[src/sse_vlb_pkg.sv]
`default_nettype none
// ============================================================================
// sse_vlb_pkg
// Shared types and constants of the SSE linked vertex list builder.
// ============================================================================
package sse_vlb_pkg;

    localparam int MAX_SITES = 64;
    localparam int MAX_OPS   = 1024;

    localparam int SITE_W  = 6;
    localparam int POS_W   = 10;
    localparam int CODE_W  = 8;
    localparam int VTX_W   = 13;
    localparam int NSITE_W = 7;
    localparam int PLEN_W  = 11;

    // Configuration register indexes
    localparam logic CFG_NUM_SITES   = 1'b0;
    localparam logic CFG_LIST_LENGTH = 1'b1;

    // Reset values of the configuration registers
    localparam logic [NSITE_W-1:0] NSITES_RESET = NSITE_W'(8);
    localparam logic [PLEN_W-1:0]  PLEN_RESET   = PLEN_W'(512);

    // Input commands
    typedef enum logic [1:0] {
        CMD_CLEAR = 2'd0,
        CMD_OP    = 2'd1,
        CMD_CLOSE = 2'd2
    } t_cmd;

    // Single-step operations handed to the table stage
    typedef enum logic [2:0] {
        UOP_NOP,
        UOP_CLEAR,
        UOP_ATTACH,
        UOP_CLOSE_FIRST,
        UOP_CLOSE_END
    } t_uop_kind;

    typedef struct packed {
        t_uop_kind          kind;
        logic [SITE_W-1:0]  site;
        logic [SITE_W-1:0]  other;      // partner site of a bond
        logic               has_other;  // a second attach follows
        logic [VTX_W-1:0]   vtx;        // new leg, or end boundary vertex
        logic [VTX_W-1:0]   nxt;        // new open vertex of the site
    } t_uop;

    // Quotient by 3 of an 8-bit code: multiply by reciprocal 171/512
    function automatic logic [6:0] div3(input logic [CODE_W-1:0] code);
        logic [15:0] prod;
        prod = 16'(code) * 16'd171;
        return prod[15:9];
    endfunction

endpackage
`default_nettype wire

[src/sse_vertex_link_builder.sv]
`default_nettype none
// ============================================================================
// sse_vertex_link_builder
// Linked vertex list builder for an SSE operator string on a ring of sites.
// ============================================================================
// Items enter as clear, operator or close commands; each produces zero, one
// or two link pairs on the result channel, the final pair of an item flagged
// by o_last. Internally every item is split into one or two table steps,
// issued one per cycle from the input register while no output stall holds
// them: an operator on one site, a clear, and any ignored item take one
// step; a bond operator and a close take two steps, since each step reads
// the site tables at one address and puts at most one pair into the single
// result register. A step passes from the input register through the step
// register r_u to the result register, which drives the outputs.
// The first and last vertex
// tables are 64-entry memories with registered, write-forwarded reads; an
// open bit per site in flops (cleared at reset and by a clear command) says
// whether the site holds operators, so no clearing pass is needed. Number of
// sites and list length are clamped to 2..64 and 1..1024 when written; write
// them only while the block is idle.
// ============================================================================
module sse_vertex_link_builder (
    input  wire logic        i_clk,
    input  wire logic        i_rst_n,
    // item input
    input  wire logic        i_valid,
    output logic             o_stall,
    input  wire logic [1:0]  i_command,
    input  wire logic [9:0]  i_position,
    input  wire logic [7:0]  i_op_code,
    input  wire logic [5:0]  i_site_index,
    // link pair output
    output logic             o_valid,
    input  wire logic        i_stall,
    output logic [12:0]      o_link_a,
    output logic [12:0]      o_link_b,
    output logic             o_last,
    // configuration writes
    input  wire logic        i_cfg_valid,
    output logic             o_cfg_ready,
    input  wire logic        i_cfg_index,
    input  wire logic [10:0] i_cfg_data
);

    localparam int SW = sse_vlb_pkg::SITE_W;
    localparam int VW = sse_vlb_pkg::VTX_W;
    localparam int NW = sse_vlb_pkg::NSITE_W;
    localparam int PW = sse_vlb_pkg::PLEN_W;

    // ------------------------------------------------------------------
    // Configuration (stored already clamped)
    // ------------------------------------------------------------------
    logic [NW-1:0] r_nsites;
    logic [PW-1:0] r_plen;
    logic [NW-1:0] n_nsites_clamp;
    logic [PW-1:0] n_plen_clamp;

    assign o_cfg_ready = 1'b1;

    always_comb begin
        if (i_cfg_data[NW-1:0] < NW'(2)) begin
            n_nsites_clamp = NW'(2);
        end else if (i_cfg_data[NW-1:0] > NW'(sse_vlb_pkg::MAX_SITES)) begin
            n_nsites_clamp = NW'(sse_vlb_pkg::MAX_SITES);
        end else begin
            n_nsites_clamp = i_cfg_data[NW-1:0];
        end
        if (i_cfg_data == '0) begin
            n_plen_clamp = PW'(1);
        end else if (i_cfg_data > PW'(sse_vlb_pkg::MAX_OPS)) begin
            n_plen_clamp = PW'(sse_vlb_pkg::MAX_OPS);
        end else begin
            n_plen_clamp = i_cfg_data;
        end
    end

    always_ff @(posedge i_clk) begin
        if (!i_rst_n) begin
            r_nsites <= sse_vlb_pkg::NSITES_RESET;
            r_plen   <= sse_vlb_pkg::PLEN_RESET;
        end else if (i_cfg_valid && o_cfg_ready) begin
            unique case (i_cfg_index)
                sse_vlb_pkg::CFG_NUM_SITES:   r_nsites <= n_nsites_clamp;
                sse_vlb_pkg::CFG_LIST_LENGTH: r_plen   <= n_plen_clamp;
                default: ;
            endcase
        end
    end

    // ------------------------------------------------------------------
    // Pipeline advance: everything moves when the result register frees
    // ------------------------------------------------------------------
    logic adv;
    logic r_o_valid;

    assign adv = !r_o_valid || !i_stall;

    // ------------------------------------------------------------------
    // Input register and step issue
    // ------------------------------------------------------------------
    logic                 r_in_valid;
    logic                 r_phase;     // second step of a two-step item
    sse_vlb_pkg::t_cmd    r_cmd;
    logic [9:0]           r_pos;
    logic [7:0]           r_code;
    logic [SW-1:0]        r_site;

    logic [6:0]    quo;
    logic [8:0]    quo3;
    logic          is_bond;
    logic [6:0]    s1;
    logic [6:0]    s2;
    logic          pos_ok;
    logic          op_ok;
    logic          close_ok;
    logic [VW-1:0] v0;
    logic [VW-1:0] endv;
    logic          two_step;
    logic          in_done;
    sse_vlb_pkg::t_uop uop;

    always_comb begin
        quo      = sse_vlb_pkg::div3(r_code);
        quo3     = 9'(quo) * 9'd3;
        is_bond  = ({1'b0, r_code} == quo3);
        s1       = quo - 7'd1;
        s2       = (s1 == '0) ? (r_nsites - 7'd1) : (s1 - 7'd1);
        pos_ok   = ({1'b0, r_pos} < r_plen);
        if (is_bond) begin
            op_ok = pos_ok && (quo != '0) && (s1 < r_nsites);
        end else begin
            op_ok = pos_ok && (quo < r_nsites);
        end
        close_ok = ({1'b0, r_site} < r_nsites);
        v0       = VW'({r_pos, 2'b00}) + VW'(r_nsites);
        endv     = VW'({r_plen, 2'b00}) + VW'(r_nsites) + VW'(r_site);

        uop           = '0;
        uop.kind      = sse_vlb_pkg::UOP_NOP;
        two_step      = 1'b0;
        unique case (r_cmd)
            sse_vlb_pkg::CMD_CLEAR: begin
                uop.kind = sse_vlb_pkg::UOP_CLEAR;
            end
            sse_vlb_pkg::CMD_OP: begin
                if (op_ok && is_bond) begin
                    two_step = 1'b1;
                    uop.kind = sse_vlb_pkg::UOP_ATTACH;
                    if (!r_phase) begin
                        uop.site      = s1[SW-1:0];
                        uop.other     = s2[SW-1:0];
                        uop.has_other = 1'b1;
                        uop.vtx       = v0;
                        uop.nxt       = v0 + VW'(2);
                    end else begin
                        uop.site      = s2[SW-1:0];
                        uop.vtx       = v0 + VW'(1);
                        uop.nxt       = v0 + VW'(3);
                    end
                end else if (op_ok) begin
                    uop.kind = sse_vlb_pkg::UOP_ATTACH;
                    uop.site = quo[SW-1:0];
                    uop.vtx  = v0;
                    uop.nxt  = v0 + VW'(1);
                end
            end
            sse_vlb_pkg::CMD_CLOSE: begin
                if (close_ok) begin
                    two_step = 1'b1;
                    uop.site = r_site;
                    uop.vtx  = endv;
                    uop.kind = r_phase ? sse_vlb_pkg::UOP_CLOSE_END
                                       : sse_vlb_pkg::UOP_CLOSE_FIRST;
                end
            end
            default: ;  // reserved command: ignored
        endcase
    end

    assign in_done = r_in_valid && adv && (!two_step || r_phase);
    assign o_stall = r_in_valid && !in_done;

    always_ff @(posedge i_clk) begin
        if (!i_rst_n) begin
            r_in_valid <= 1'b0;
            r_phase    <= 1'b0;
        end else if (i_valid && !o_stall) begin
            r_in_valid <= 1'b1;
            r_phase    <= 1'b0;
        end else if (in_done) begin
            r_in_valid <= 1'b0;
            r_phase    <= 1'b0;
        end else if (r_in_valid && adv) begin
            r_phase    <= 1'b1;
        end
    end

    always_ff @(posedge i_clk) begin
        if (i_valid && !o_stall) begin
            r_cmd  <= sse_vlb_pkg::t_cmd'(i_command);
            r_pos  <= i_position;
            r_code <= i_op_code;
            r_site <= i_site_index;
        end
    end

    // ------------------------------------------------------------------
    // Table stage: site tables, open bits, pair selection
    // ------------------------------------------------------------------
    logic                  r_u_valid;
    sse_vlb_pkg::t_uop     r_u;
    logic [VW-1:0]         r_first_mem [sse_vlb_pkg::MAX_SITES];
    logic [VW-1:0]         r_last_mem  [sse_vlb_pkg::MAX_SITES];
    logic [VW-1:0]         r_first_rd;
    logic [VW-1:0]         r_last_rd;
    logic [sse_vlb_pkg::MAX_SITES-1:0] r_open;

    logic          site_open;
    logic          other_open;
    logic          wr_last;
    logic          wr_first;
    logic          emit;
    logic [VW-1:0] pair_a;
    logic [VW-1:0] pair_b;
    logic          pair_last;

    always_comb begin
        site_open  = r_open[r_u.site];
        other_open = r_open[r_u.other];
        wr_last    = adv && r_u_valid && (r_u.kind == sse_vlb_pkg::UOP_ATTACH);
        wr_first   = wr_last && !site_open;
        emit       = 1'b0;
        pair_a     = r_last_rd;
        pair_b     = r_u.vtx;
        pair_last  = 1'b1;
        unique case (r_u.kind)
            sse_vlb_pkg::UOP_ATTACH: begin
                emit      = site_open;
                pair_last = !(r_u.has_other && other_open);
            end
            sse_vlb_pkg::UOP_CLOSE_FIRST: begin
                emit      = site_open;
                pair_a    = VW'(r_u.site);
                pair_b    = r_first_rd;
                pair_last = 1'b0;
            end
            sse_vlb_pkg::UOP_CLOSE_END: begin
                emit   = 1'b1;
                pair_a = site_open ? r_last_rd : VW'(r_u.site);
            end
            sse_vlb_pkg::UOP_NOP, sse_vlb_pkg::UOP_CLEAR: ;
            default: ;
        endcase
    end

    always_ff @(posedge i_clk) begin
        if (!i_rst_n) begin
            r_u_valid <= 1'b0;
        end else if (adv) begin
            r_u_valid <= r_in_valid;
        end
    end

    always_ff @(posedge i_clk) begin
        if (adv) begin
            r_u <= uop;
        end
    end

    // Last vertex table, read forwarded from a write at the same edge
    always_ff @(posedge i_clk) begin
        if (wr_last) begin
            r_last_mem[r_u.site] <= r_u.nxt;
        end
        if (adv) begin
            if (wr_last && (r_u.site == uop.site)) begin
                r_last_rd <= r_u.nxt;
            end else begin
                r_last_rd <= r_last_mem[uop.site];
            end
        end
    end

    // First vertex table
    always_ff @(posedge i_clk) begin
        if (wr_first) begin
            r_first_mem[r_u.site] <= r_u.vtx;
        end
        if (adv) begin
            if (wr_first && (r_u.site == uop.site)) begin
                r_first_rd <= r_u.vtx;
            end else begin
                r_first_rd <= r_first_mem[uop.site];
            end
        end
    end

    // Open bit per site: set by the first attach, dropped by a clear
    always_ff @(posedge i_clk) begin
        if (!i_rst_n) begin
            r_open <= '0;
        end else if (adv && r_u_valid) begin
            if (r_u.kind == sse_vlb_pkg::UOP_CLEAR) begin
                r_open <= '0;
            end else if (r_u.kind == sse_vlb_pkg::UOP_ATTACH) begin
                r_open[r_u.site] <= 1'b1;
            end
        end
    end

    // ------------------------------------------------------------------
    // Result register
    // ------------------------------------------------------------------
    logic [VW-1:0] r_link_a;
    logic [VW-1:0] r_link_b;
    logic          r_last;

    always_ff @(posedge i_clk) begin
        if (!i_rst_n) begin
            r_o_valid <= 1'b0;
        end else if (adv) begin
            r_o_valid <= r_u_valid && emit;
        end
    end

    always_ff @(posedge i_clk) begin
        if (adv) begin
            r_link_a <= pair_a;
            r_link_b <= pair_b;
            r_last   <= pair_last;
        end
    end

    assign o_valid  = r_o_valid;
    assign o_link_a = r_link_a;
    assign o_link_b = r_link_b;
    assign o_last   = r_last;

endmodule
`default_nettype wire

[config.mk]
export PLATFORM = sky130hd
export DESIGN_NAME = sse_vertex_link_builder
export DESIGN_NICKNAME = d
export VERILOG_FILES = /design/src/sse_vlb_pkg.sv /design/src/sse_vertex_link_builder.sv
export SDC_FILE = /design/constraint.sdc
export NUM_CORES = 2
export LEC_CHECK = 0
export BUFFER_PORTS_ARGS = -buffer_cell sky130_fd_sc_hd__buf_2
export CAP_MARGIN = 30
export CORE_MARGIN = 3
export CORE_UTILIZATION = 35
export CTS_BUF_LIST = sky130_fd_sc_hd__clkbuf_8
export CTS_CLUSTER_SIZE = 20
export DETAILED_ROUTE_END_ITERATION = 8
export GPL_TIMING_DRIVEN = 0
export PLACE_DENSITY = 0.55
export REMOVE_ABC_BUFFERS = 1
export SYNTH_ARGS = -nofsm -noshare
export SYNTH_HDL_FRONTEND = slang
export SYNTH_SLANG_ARGS = --single-unit
[constraint.sdc]
create_clock -name i_clk -period 24.7 [get_ports i_clk]
set_input_delay 6.175 -clock i_clk [delete_from_list [all_inputs] [get_ports i_clk]]
set_output_delay 6.175 -clock i_clk [all_outputs]
set_load 0.02 [all_outputs]
==> flow_metrics.tcl <==
set metrics [dict create \
    grt_pass1_wl_um 353500 \
    routed_via_density 5.669 \
    max_freq_mhz 61.60 \
    ant_nets 0 \
    core_sq_mm 0.2258 \
    cp-end-kind "output pin" \
    postCtsSetupRepairBufs 0 \
    finalSetupViolCount 0 \
    hold_class "reg -> reg" \
    dr.pass1.iters 6 \
    worstSetupStartpoint "r_code[1]" \
    fin_crit_sh_pct 65.72 \
    area_growth_pct 16.17 \
    cp.arrival_ns 10.06 \
    p_leak_nw 32.37 \
    synth_area_leaders "edfxtp_1, nand2_1, nor2_1" \
    routed-via-count 53173 \
    gp_congestion 0.8528 \
    cts_root_buf "clkbuf_8" \
    async_flop_share_pct 0 \
    cts_buffers 314 \
    stdcell_count 9379 \
    cp_max_fo 16 \
    crit_end "o_stall" \
    grt_use_total_pct 20.13 \
    r2r_slack_ns 11.46 \
    status "finished, final reports clean" \
    synth-seq-area-share_pct 69.34 \
    num_rows 174 \
    numClockSinks 1871 \
    port_buffers 71 \
    grt_pass1_vias 51447 \
    synthCells 5924 \
    cap_viol_max_count 0 \
    synthFlopType "edfxtp_1" \
    numPlacedInstances 8838 \
    drive_gt1_share_pct 14.23 \
    cts_hold_buffers 0 \
    drv_slew 0 \
    syn_avg_cell_area_sq_um 13.47 \
    htree_levels 5 \
    synth_edf_count 1785 \
    critPathKind "reg -> out" \
    path_clk_slew_ns 0.05 \
    drt_first_iter_violations 5852 \
    layout.nets 6327 \
    yosys_warnings 0 \
    design.die.area_sq_mm 0.2337 \
    slew_headroom_pct 28.11 \
    irDropWorstVdd_v 0.00008679 \
    io_pins 73 \
    syn_area_sq_mm 0.07978 \
    grt_overflow_total 0 \
    yosys.cell_types.count 106 \
    synth_top_area_share_pct 67.19 \
    cts_resized 0 \
    antenna_found_initial 10 \
    power_mw 7.648 \
    crit_required_ns 18.52 \
    grt_start_max_net_pins 112 \
    rsz0062_at_grt "false" \
    cts_tree "built" \
    clkLatencyLatePin_ns 1.04 \
    worst_pin_slew_ns 1.078 \
    reg2reg_to "r_first_rd[3]" \
    critPathLaunchType "flip-flop" \
    routedWlPerCell_um 25.86 \
    die_w_um 483.4 \
    ys_seq_elements 1871 \
    drc 0 \
    min_period_ns 16.23 \
    yosysMostFrequentCell "edfxtp_1" \
    die_h_um 483.4 \
    fillers 20392 \
    hpwlAfterDp_um 155600 \
    r2r_start "r_code[1]" \
    powerDensity_mw_per_mm2 82.52 \
    finClkSkew_ns 0.08233 \
    netlist.top_cell.by_area "edfxtp_1" \
    cts_max_path_buffers 4 \
    final_hold_viol_count 0 \
    yosys-top-cells-count "edfxtp_1, nand2_1, nor2_1, o21ai_0, clkbuf_1" \
    ff2ff_path_depth 33 \
    start_util_pct 35.34 \
    drt_wl_total_um 242600 \
]
==> cell type report <==
type | count | area (sq um) | share of cell area [%]
inverters | 119 | 473.0 | 0.5103
clock buffers | 323 | 4446 | 4.797
diodes | 4 | 10.01 | 0.01080
flip-flops and latches | 1871 | 55320 | 59.69
repair buffers | 332 | 5281 | 5.698
well taps | 2992 | 3744 | 4.039
clock inverters | 213 | 983.4 | 1.061
multi-input cells | 3525 | 22420 | 24.19
==> flip-flops by register name, summed over array words and instances, names as in the netlist, 8 cells and up <==
name	flops
r_open	64
o_link_b	13
r_first_mem	832
r_u	42
o_link_a	13
r_last_rd	13
r_first_rd	13
r_last_mem	832
r_code	8
r_pos	10
r_plen	11
==> placed cells by master, fill, tap and decap left out, types with 31 or more instances in the layout <==
master,netlist,final
a32oi_1,107,107
mux4_2,42,42
inv_1,110,211
a31oi_1,95,95
a211oi_1,50,50
edfxtp_1,1785,1785
nand3_1,116,115
a21oi_1,188,187
a22oi_1,50,50
or3_1,139,138
nor3_1,194,193
dfxtp_1,86,86
and3_1,57,57
nor2_1,530,478
clkbuf_8,0,323
mux2_2,31,31
buf_6,12,54
buf_4,20,34
mux2i_1,148,148
buf_12,0,46
buf_2,140,74
a221oi_1,34,34
o21ai_0,265,264
nand4_1,75,75
clkinv_1,3,70
ha_1,102,101
xnor2_1,32,32
buf_16,0,102
nand2_1,636,628
o211ai_1,82,82
nor2_2,3,51
==> metal layers <==
| metal | wire length (um) | global-route usage, % | share of wire [%] | vias up |
|---|---|---|---|---|
| li1 | - | - | - | 23315 |
| met1 | 102400 | 28.07 | 42 | 26862 |
| met2 | 112200 | 31.63 | 46 | 2566 |
| met3 | 20300 | 3.760 | 8.4 | 426 |
| met4 | 7615 | 6.729 | 3.1 | 4 |
| met5 | 23 | 0 | 0.0095 | - |
==> worst min path at each step <==
| stage | start | endpoint | slack, ns | cells after the start |
|---|---|---|---|---|
| after detailed placement | r_u_valid | r_u_valid | 0.48 | 2 |
| after floorplan | r_u_valid | r_u_valid | 0.45 | 2 |
| final | r_u_valid | r_u_valid | 0.49 | 2 |
| after global routing | r_open[62] | r_open[62] | 0.52 | 2 |
| after CTS | r_u_valid | r_u_valid | 0.49 | 2 |
| after global placement | r_open[26] | r_open[26] | 0.47 | 2 |
==> worst max-delay path, stage by stage (launching register included) <==
cell and delay, ns:
edfxtp_1 0.51, ha_1 0.38, fa_1 0.46, fa_1 0.51
fa_1 0.42, ha_1 0.41, and3_1 0.25, a211oi_1 0.36
o21ai_0 0.17, xor2_1 0.46, inv_1 0.30, ha_1 0.27
inv_1 0.06, o31ai_2 0.13, xnor2_1 0.73, inv_1 0.22
ha_1 0.35, a21oi_1 0.16, o22ai_1 0.08, nor2_1 0.11
nand4b_1 0.65, a311oi_2 0.56, o211ai_1 0.32, buf_4 0.29
a211oi_1 0.31, o21a_1 0.35, buf_2 0.23
==> report_power, final <==
group	total, mW	switching, mW	internal, mW
clock network	2.47	1.22	1.25
registers	3.59	0.0435	3.55
logic	1.59	1.05	0.536
==> cells by family (layout without fill, tap and decap cells) <==
| kind of cell | after synthesis | after routing | synth area share (%) |
|---|---|---|---|
| compound gates | 1253 | 1253 | 10.89 |
| xor+xnor | 47 | 47 | 0.5489 |
| fa+ha+maj | 121 | 121 | 2.076 |
| buf+inv | 528 | 987 | 2.920 |
| flops | 1871 | 1871 | 69.34 |
| mux | 221 | 221 | 3.480 |
| other cells | 1 | 5 | 0.004700 |
| simple gates | 1882 | 1882 | 10.74 |
==> stage by stage <==
stage	utilization (%)	hold slack [ns]	area [sq um]	TNS, ns	worst slack, ns
3_3_place_gp	36.32	0.4713	82000	-1017.15	-38.05
3_5_place_dp	38.64	0.4795	87230	0	9.533
6_report	41.05	0.4897	92680	0	8.467
4_1_cts	41.04	0.4888	92660	0	8.418
5_1_grt	41.05	0.5176	92670	0	7.865
2_1_floorplan	-	0.4532	77900	-79.54	-3.202
Power figures use the tool's default switching activity.
